<file path="src/hdl/rsq_pkg.sv">
// Run queue scheduler package: request and status codes, controller states,
// and the command and flag bundles between controller and datapath.
// Used by rsq_ctrl, rsq_dp and active_expired_run_queue_scheduler.
package rsq_pkg;

	localparam int TID_W   = 8;
	localparam int SLICE_W = 24;
	localparam logic [SLICE_W-1:0] SLICE_RESET = 24'd10000;

	typedef enum logic [1:0] {
		REQ_ENQ   = 2'd0,
		REQ_ERASE = 2'd1,
		REQ_SCHED = 2'd2,
		REQ_LEAVE = 2'd3
	} req_t;

	typedef enum logic [1:0] {
		ST_OK       = 2'd0,
		ST_NOTFOUND = 2'd1,
		ST_FULL     = 2'd2
	} status_t;

	typedef enum logic [1:0] {
		SRC_TID  = 2'd0,
		SRC_CUR  = 2'd1,
		SRC_NEXT = 2'd2
	} src_t;

	typedef enum logic [1:0] {
		RD_BACK = 2'd0,
		RD_IDX  = 2'd1,
		RD_IDX1 = 2'd2,
		RD_HEAD = 2'd3
	} rd_kind_t;

	typedef enum logic [4:0] {
		S_IDLE,
		S_DISPATCH,
		S_ENQ,
		S_LEAVE,
		S_ER_START,
		S_ER_BACK,
		S_SC_RD,
		S_SC_CMP,
		S_SH_RD,
		S_SH_WR,
		S_SCHED,
		S_CHG,
		S_PICK,
		S_POP,
		S_COMMIT,
		S_COMMIT_CUR,
		S_DONE
	} state_t;

	typedef struct packed {
		logic     load;
		logic     slice_fresh;
		logic     slice_rd;
		logic     slice_upd;
		logic     push;
		logic     push_exp;
		src_t     push_src;
		logic     push_at_head;
		logic     rd;
		rd_kind_t rd_kind;
		logic     er_first;
		logic     er_second;
		logic     idx_zero;
		logic     idx_back;
		logic     idx_inc;
		logic     sh_wr;
		logic     er_dec;
		logic     pop;
		logic     swap;
		logic     set_next_cur;
		logic     set_next_rd;
		logic     clr_present;
		logic     set_current;
		logic     set_nf;
		logic     set_yield;
		logic     out_load;
	} cmd_t;

	typedef struct packed {
		req_t req;
		logic boost;
		logic reset_slice;
		logic blocked;
		logic aboost;
		logic commit;
		logic in_range;
		logic present;
		logic cur_eq_tid;
		logic er_empty;
		logic er_sel;
		logic idx_last;
		logic match;
		logic slice_exp;
		logic act_empty;
		logic exp_empty;
	} flags_t;

endpackage

</file>
<file path="src/hdl/rsq_ctrl.sv">
// Run queue scheduler controller: sequences each request over the datapath
// and owns the handshake state. Depends on rsq_pkg.
module rsq_ctrl (
	input  logic            clk,
	input  logic            arst_n,
	input  logic            in_valid,
	output logic            in_ready,
	output logic            out_valid,
	input  logic            out_ready,
	input  rsq_pkg::flags_t flags,
	output rsq_pkg::cmd_t   cmd
);

	rsq_pkg::state_t state_q, state_nxt;
	logic            out_valid_q;

	// state and result-valid registers
	always_ff @(posedge clk or negedge arst_n) begin
		if (!arst_n) begin
			state_q     <= rsq_pkg::S_IDLE;
			out_valid_q <= 1'b0;
		end else begin
			state_q <= state_nxt;
			if (cmd.out_load)
				out_valid_q <= 1'b1;
			else if (out_ready)
				out_valid_q <= 1'b0;
		end
	end

	assign out_valid = out_valid_q;
	assign in_ready  = (state_q == rsq_pkg::S_IDLE);

	// next state and datapath commands
	always_comb begin
		cmd       = '0;
		state_nxt = state_q;
		case (state_q)
			rsq_pkg::S_IDLE: begin
				if (in_valid) begin
					cmd.load  = 1'b1;
					state_nxt = rsq_pkg::S_DISPATCH;
				end
			end
			rsq_pkg::S_DISPATCH: begin
				case (flags.req)
					rsq_pkg::REQ_ENQ:   state_nxt = rsq_pkg::S_ENQ;
					rsq_pkg::REQ_ERASE: begin
						cmd.er_first = 1'b1;
						state_nxt    = rsq_pkg::S_ER_START;
					end
					rsq_pkg::REQ_SCHED: state_nxt = rsq_pkg::S_SCHED;
					default:            state_nxt = rsq_pkg::S_LEAVE;
				endcase
			end
			rsq_pkg::S_ENQ: begin
				if (flags.in_range) begin
					cmd.slice_fresh  = flags.reset_slice;
					cmd.push         = 1'b1;
					cmd.push_src     = rsq_pkg::SRC_TID;
					cmd.push_at_head = flags.boost;
				end else begin
					cmd.set_nf = 1'b1;
				end
				state_nxt = rsq_pkg::S_DONE;
			end
			rsq_pkg::S_LEAVE: begin
				if (flags.present && flags.cur_eq_tid) begin
					cmd.clr_present  = 1'b1;
					cmd.push         = !flags.blocked;
					cmd.push_src     = rsq_pkg::SRC_TID;
					cmd.push_at_head = flags.boost;
				end else begin
					cmd.set_nf = 1'b1;
				end
				state_nxt = rsq_pkg::S_DONE;
			end
			rsq_pkg::S_ER_START: begin
				if (flags.er_empty) begin
					if (!flags.er_sel) begin
						cmd.er_second = 1'b1;
					end else begin
						cmd.set_nf = 1'b1;
						state_nxt  = rsq_pkg::S_DONE;
					end
				end else begin
					cmd.rd      = 1'b1;
					cmd.rd_kind = rsq_pkg::RD_BACK;
					state_nxt   = rsq_pkg::S_ER_BACK;
				end
			end
			rsq_pkg::S_ER_BACK: begin
				if (flags.match) begin
					cmd.idx_back = 1'b1;
					state_nxt    = rsq_pkg::S_SH_RD;
				end else begin
					cmd.idx_zero = 1'b1;
					state_nxt    = rsq_pkg::S_SC_RD;
				end
			end
			rsq_pkg::S_SC_RD: begin
				if (flags.idx_last) begin
					if (!flags.er_sel) begin
						cmd.er_second = 1'b1;
						state_nxt     = rsq_pkg::S_ER_START;
					end else begin
						cmd.set_nf = 1'b1;
						state_nxt  = rsq_pkg::S_DONE;
					end
				end else begin
					cmd.rd      = 1'b1;
					cmd.rd_kind = rsq_pkg::RD_IDX;
					state_nxt   = rsq_pkg::S_SC_CMP;
				end
			end
			rsq_pkg::S_SC_CMP: begin
				if (flags.match) begin
					state_nxt = rsq_pkg::S_SH_RD;
				end else begin
					cmd.idx_inc = 1'b1;
					state_nxt   = rsq_pkg::S_SC_RD;
				end
			end
			rsq_pkg::S_SH_RD: begin
				if (flags.idx_last) begin
					cmd.er_dec = 1'b1;
					state_nxt  = rsq_pkg::S_DONE;
				end else begin
					cmd.rd      = 1'b1;
					cmd.rd_kind = rsq_pkg::RD_IDX1;
					state_nxt   = rsq_pkg::S_SH_WR;
				end
			end
			rsq_pkg::S_SH_WR: begin
				cmd.sh_wr   = 1'b1;
				cmd.idx_inc = 1'b1;
				state_nxt   = rsq_pkg::S_SH_RD;
			end
			rsq_pkg::S_SCHED: begin
				if (flags.aboost) begin
					cmd.set_yield = 1'b1;
					state_nxt     = rsq_pkg::S_DONE;
				end else if (flags.present) begin
					cmd.slice_rd = 1'b1;
					state_nxt    = rsq_pkg::S_CHG;
				end else begin
					state_nxt = rsq_pkg::S_PICK;
				end
			end
			rsq_pkg::S_CHG: begin
				// charge ticks; an exhausted task moves to the expired deque
				cmd.slice_upd = 1'b1;
				if (flags.slice_exp) begin
					cmd.clr_present = 1'b1;
					cmd.push        = 1'b1;
					cmd.push_exp    = 1'b1;
					cmd.push_src    = rsq_pkg::SRC_CUR;
					state_nxt       = rsq_pkg::S_PICK;
				end else begin
					cmd.set_next_cur = 1'b1;
					state_nxt        = rsq_pkg::S_COMMIT_CUR;
				end
			end
			rsq_pkg::S_PICK: begin
				if (flags.act_empty) begin
					if (!flags.exp_empty)
						cmd.swap = 1'b1;
					else
						state_nxt = rsq_pkg::S_DONE;
				end else begin
					cmd.rd      = 1'b1;
					cmd.rd_kind = rsq_pkg::RD_HEAD;
					state_nxt   = rsq_pkg::S_POP;
				end
			end
			rsq_pkg::S_POP: begin
				cmd.set_next_rd = 1'b1;
				cmd.pop         = 1'b1;
				state_nxt       = rsq_pkg::S_COMMIT;
			end
			rsq_pkg::S_COMMIT, rsq_pkg::S_COMMIT_CUR: begin
				if (flags.commit) begin
					cmd.set_current = 1'b1;
				end else begin
					cmd.clr_present  = (state_q == rsq_pkg::S_COMMIT_CUR);
					cmd.push         = 1'b1;
					cmd.push_src     = rsq_pkg::SRC_NEXT;
					cmd.push_at_head = 1'b1;
				end
				state_nxt = rsq_pkg::S_DONE;
			end
			rsq_pkg::S_DONE: begin
				if (!out_valid_q || out_ready) begin
					cmd.out_load = 1'b1;
					state_nxt    = rsq_pkg::S_IDLE;
				end
			end
			default: state_nxt = rsq_pkg::S_IDLE;
		endcase
	end

endmodule

</file>
<file path="config.mk">
export PLATFORM = sky130hd
export DESIGN_NAME = rsq_ctrl
export DESIGN_NICKNAME = d
export VERILOG_FILES = /design/src/hdl/rsq_pkg.sv /design/src/hdl/rsq_ctrl.sv
export SDC_FILE = /design/constraint.sdc
export NUM_CORES = 1
export LEC_CHECK = 0
export BUFFER_PORTS_ARGS = -buffer_cell sky130_fd_sc_hd__buf_2
export CAP_MARGIN = 20
export CORE_MARGIN = 2
export CORE_UTILIZATION = 45
export CTS_CLUSTER_DIAMETER = 80
export DETAILED_ROUTE_END_ITERATION = 10
export GPL_ROUTABILITY_DRIVEN = 0
export GPL_TIMING_DRIVEN = 0
export PLACE_DENSITY = 0.8
export SLEW_MARGIN = 20
export SYNTH_ARGS = -nofsm -noshare
export SYNTH_HDL_FRONTEND = slang
export SYNTH_SLANG_ARGS = --single-unit
</file>
<file path="constraint.sdc">
create_clock -name clk -period 2.15 [get_ports clk]
set_clock_uncertainty 0.2 [all_clocks]
set_input_delay 0.215 -clock clk [delete_from_list [all_inputs] [get_ports clk]]
set_output_delay 0.215 -clock clk [all_outputs]
set_load 0.005 [all_outputs]
</file>
==> results_tabular.tex <==
\begin{tabular}{lr}
\hline
Metric & Value \\
\hline
\multicolumn{2}{l}{\textbf{Critical path}} \\
\quad Setup slack of the worst register-to-register path & 380 ps \\
\quad Startpoint types & register \\
\quad Sum of buffers and inverters on the critical path & 3 \\
\quad Crit path capture type & primary output \\
\quad Endpoint arrival time on the critical path & 1700 ps \\
\quad Data required time of the critical path & 1740 ps \\
\quad Source of the worst register-to-register timing path & state\_q[4] \\
\quad Max stage delay cell, worst path & sky130\_fd\_sc\_hd\_\_dfrtp\_1 \\
\quad Largest fanout on the critical path & 9 \\
\quad Maximum cell stage delay along the critical path & 400 ps \\
\quad Worst setup path class & reg2out \\
\quad Library cell appearing most often on the critical path & sky130\_fd\_sc\_hd\_\_buf\_6 \\
\quad Reg-to-Reg End & state\_q[0] \\
\quad Number of cells traversed by the worst register-to-register path & 6 \\
\quad CP delay by family, top & simple AND/OR/NAND/NOR gates \\
\quad Chain of cells forming the critical path & buf\_6, nor3\_4, o2111ai\_2, and3\_4, inv\_2, buf\_6 \\
\multicolumn{2}{l}{\textbf{Timing}} \\
\quad Final number of hold-violating endpoints & 0 \\
\quad Count of pins over their slew limit & 0 \\
\quad Min cycle time layout & 2120 ps \\
\quad Worst slew margin relative to its limit & 0.756 \\
\quad Final period utilization & 0.986 \\
\quad Setup repair after global routing missed its margin & yes \\
\quad Sum Neg Setup Slack & 0 ps \\
\quad Slew of the pin with the lowest slew margin & 365 ps \\
\quad PnR worst setup slack & 30.5 ps \\
\quad Maximum clock frequency & 0.472 GHz \\
\quad Final setup viols & 0 \\
\multicolumn{2}{l}{\textbf{Clock network}} \\
\quad H-tree lvl count & 1 \\
\quad TritonCTS Sinks & 6 \\
\quad Clock tree from TritonCTS & done \\
\quad Clock-pin slew reported for the worst setup and hold paths after clock tree synthesis & 50 ps \\
\quad Clk\_lat worst skew & 250 ps \\
\quad Buffer levels on the longest clock path & 2 \\
\quad Number of buffers added by the clock tree synthesis step & 3 \\
\quad Root Buffer & sky130\_fd\_sc\_hd\_\_clkbuf\_4 \\
\multicolumn{2}{l}{\textbf{Synth}} \\
\quad Synth unique cells & 44 \\
\quad Primary flip-flop cell chosen by synthesis mapping & sky130\_fd\_sc\_hd\_\_dfrtp\_1 \\
\quad Number of instances in the synthesized netlist & 126 \\
\quad Cell types occupying the most area after synthesis & sky130\_fd\_sc\_hd\_\_dfrtp\_1 (16\%), sky130\_fd\_sc\_hd\_\_buf\_4 (6.3\%), sky130\_fd\_sc\_hd\_\_and3\_1 (5.2\%) \\
\quad Asr flop ratio synth & 1.00 \\
\quad Mapped cell area & 957 um\^{}2 \\
\quad Proportion of netlist area held by the largest area contributor & 0.157 \\
\quad Sequential fraction of the synthesis area & 0.157 \\
\quad Synthesized netlist net count & 147 \\
\quad Mean cell area of the mapped netlist & 7.60 um\^{}2 \\
\quad Post-synthesis cell type with the largest combined area & sky130\_fd\_sc\_hd\_\_dfrtp\_1 \\
\quad Synth Register Bits & 6 \\
\quad Synth Warn \# & 0 \\
\quad Number of enable flip-flop cells after synthesis & 0 \\
\multicolumn{2}{l}{\textbf{Min path}} \\
\quad Hold Path Cell Cnt & 3 \\
\quad Hold Path End & state\_q[3] \\
\quad Worst Hold Launch & flags[16] \\
\quad Class of the tightest hold or removal check & in2reg \\
\multicolumn{2}{l}{\textbf{Pwr}} \\
\quad Relative contribution of sequential cells to total power & 0.159 \\
\quad Net Sw Frac & 0.460 \\
\quad Fraction of power consumed by combinational cells & 0.759 \\
\quad Power Density & 935 nW/um\^{}2 \\
\quad Worst voltage drop across the vdd grid & 450 uV \\
\quad Internal Dissipation & 0.000700 W \\
\quad Clock share of power & 0.082 \\
\quad Switching power & 0.000598 W \\
\quad Leakage component of the power & 0.736 nW \\
\multicolumn{2}{l}{\textbf{GRT}} \\
\quad Number of antenna violations at the first check in global routing & 0 \\
\quad Via count of the first global-routing pass & 1065 \\
\quad Wire length of the first global-routing pass & 4.89 mm \\
\quad Overflow after GRT & 0 \\
\quad Overall track demand over capacity in global routing & 0.250 \\
\quad Largest net degree at the start of global routing & 11 \\
\multicolumn{2}{l}{\textbf{Status}} \\
\quad Run status & complete, no violations \\
\multicolumn{2}{l}{\textbf{Job}} \\
\quad Max capacitance violation total & 0 \\
\multicolumn{2}{l}{\textbf{Layout}} \\
\quad Final standard cell area without fillers & 1390 um\^{}2 \\
\quad Total of fill cells in the finished design & 149 \\
\quad Area occupied by registers & 151 um\^{}2 \\
\quad Proportion of layout cells with a drive suffix above 1 & 0.446 \\
\quad Number of diodes added for antenna fixing & 0 \\
\quad Number of nets in the layout & 209 \\
\quad Synthesis-to-finish area growth & 45.0\% \\
\quad Utilization after layout & 0.700 \\
\quad Multi-input gate area in the final layout & 737 um\^{}2 \\
\multicolumn{2}{l}{\textbf{Placement}} \\
\quad Setup slack at placement & 263 ps \\
\quad Post-detailed-placement half-perimeter wirelength & 2.28 mm \\
\quad Count of port buffers added during placement & 50 \\
\quad Dpl cell area & 1240 um\^{}2 \\
\multicolumn{2}{l}{\textbf{Detailed routing}} \\
\quad Residual DRC count & 0 \\
\quad Avg Vias per Cell & 5.75 \\
\quad Wirelength, routed & 3.08 mm \\
\quad Average wire per cell in the routed design & 14.5 um \\
\quad DRT Pass-1 Iters & 4 \\
\quad Total via count after detailed routing & 1225 \\
\quad Final antenna-violating net count & 0 \\
\quad Starting DRC count in detailed routing & 62 \\
\multicolumn{2}{l}{\textbf{Die}} \\
\quad Count of standard-cell rows & 16 \\
\quad Die Wd & 50.1 um \\
\quad Area enclosed by the die boundary & 2510 um\^{}2 \\
\quad Vertical die dimension & 50.1 um \\
\quad Total I/O pin count & 51 \\
\quad Initial Util & 0.483 \\
\quad Area of the placeable core & 1980 um\^{}2 \\
\hline
\end{tabular}
metrics by stage:
stage,hold slack [ps],total power [W],instances
after floorplan,-281,0.000796,126
after global placement,-161,0.00100,203
after detailed placement,-157,0.00103,203
after CTS,117,0.00115,208
after global routing,122,0.00139,213
final,116,0.00130,213
kinds of logic (layout without fill, tap and decap cells):
family | Yosys count | count (layout) | synth area share
DFF | 6 | 6 | 0.157
buffers and inverters | 20 | 80 | 0.119
muxes | 2 | 2 | 0.0209
AOI/OAI and AO/OA | 28 | 28 | 0.197
and+or+nand+nor | 70 | 70 | 0.506
worst max path at each step:
stage,depth (start not counted),endpoint,slack (ps),from
3_5_place_dp,6,cmd[4],260,state_q[2]
2_1_floorplan,5,cmd[4],510,state_q[2]
5_1_grt,6,cmd[18],-30,state_q[4]
4_1_cts,7,cmd[22],10,state_q[2]
6_report,6,cmd[18],30,state_q[4]
3_3_place_gp,6,cmd[4],310,state_q[2]
worst register-to-register path, delay by kind of cell, from the launching register on:
family | cells | cell delay (ps)
AOI/OAI and AO/OA | 2 | 240
DFF | 1 | 400
buffers and inverters | 2 | 340
and+or+nand+nor | 2 | 490
sequential cells by signal (all words and copies together), names as in the netlist:
name,cells
state_q,5
out_valid,1
area by class of cell:
class                           instances  share of cell area
Buffer                                 11              0.0685
Clock buffer                            3              0.0162
Inverter                                9              0.0243
Multi-Input combinational cell        100               0.531
Sequential cell                         6               0.109
Tap cell                               27              0.0243
Timing Repair Buffer                   57               0.226
power groups by stage:
stage	sequential [W]	combinational, W	clock [W]
after CTS	0.000199	0.000852	0.000104
after floorplan	0.000188	0.000608	0
after global placement	0.000194	0.000809	0
final	0.000207	0.000985	0.000106
after detailed placement	0.000199	0.000830	0
after global routing	0.000212	0.00106	0.000116
layout by cell type (no fill, tap or decap), types with 2 or more instances in the layout:
master and n:
sky130_fd_sc_hd__nor2b_1 5, sky130_fd_sc_hd__inv_1 8, sky130_fd_sc_hd__dlygate4sd3_1 2, sky130_fd_sc_hd__and4b_1 2, sky130_fd_sc_hd__nand2_1 7, sky130_fd_sc_hd__nand4_1 2
sky130_fd_sc_hd__buf_4 11, sky130_fd_sc_hd__nor3_1 2, sky130_fd_sc_hd__and3_1 7, sky130_fd_sc_hd__nor3b_2 2, sky130_fd_sc_hd__o21ai_0 7, sky130_fd_sc_hd__nand2b_1 3
sky130_fd_sc_hd__buf_6 5, sky130_fd_sc_hd__nand3b_1 5, sky130_fd_sc_hd__a31oi_1 3, sky130_fd_sc_hd__o22ai_1 3, sky130_fd_sc_hd__dfrtp_1 5, sky130_fd_sc_hd__clkbuf_4 3
sky130_fd_sc_hd__a221o_1 2, sky130_fd_sc_hd__nor2_1 7, sky130_fd_sc_hd__nand4b_1 3, sky130_fd_sc_hd__and3b_1 4, sky130_fd_sc_hd__mux2i_1 2, sky130_fd_sc_hd__and2_1 5
sky130_fd_sc_hd__a21oi_1 2, sky130_fd_sc_hd__buf_2 49, sky130_fd_sc_hd__nand3_1 3
per-layer routing:
metal / routed length [um] / GRT usage / vias up / share of wire
met4: 66 / 0.0972 / 0 / 0.021
met1: 1250 / 0.328 / 548 / 0.40
li1: - / - / 584 / -
met5: 0 / 0 / - / 0
met2: 1460 / 0.408 / 83 / 0.47
met3: 307 / 0.0394 / 10 / 0.10
what timing repair did:
item	CTS	global route
setup endpoints to repair	1	10
endpoints found under the hold margin	7	0
hold buffers	2	0
resized for setup	2	17
buffers inserted	0	5
pin swaps	0	3
synth_stat cells, types with 4 or more instances:
master,instances
sky130_fd_sc_hd__buf_4,8
sky130_fd_sc_hd__and2_1,5
sky130_fd_sc_hd__o21ai_0,7
sky130_fd_sc_hd__inv_1,9
sky130_fd_sc_hd__and3_1,8
sky130_fd_sc_hd__nand3b_1,5
sky130_fd_sc_hd__nand2_1,7
sky130_fd_sc_hd__and3b_1,4
sky130_fd_sc_hd__nor2b_1,7
sky130_fd_sc_hd__dfrtp_1,6
sky130_fd_sc_hd__nor2_1,8
Note: power is estimated with default switching activity, not from simulation.
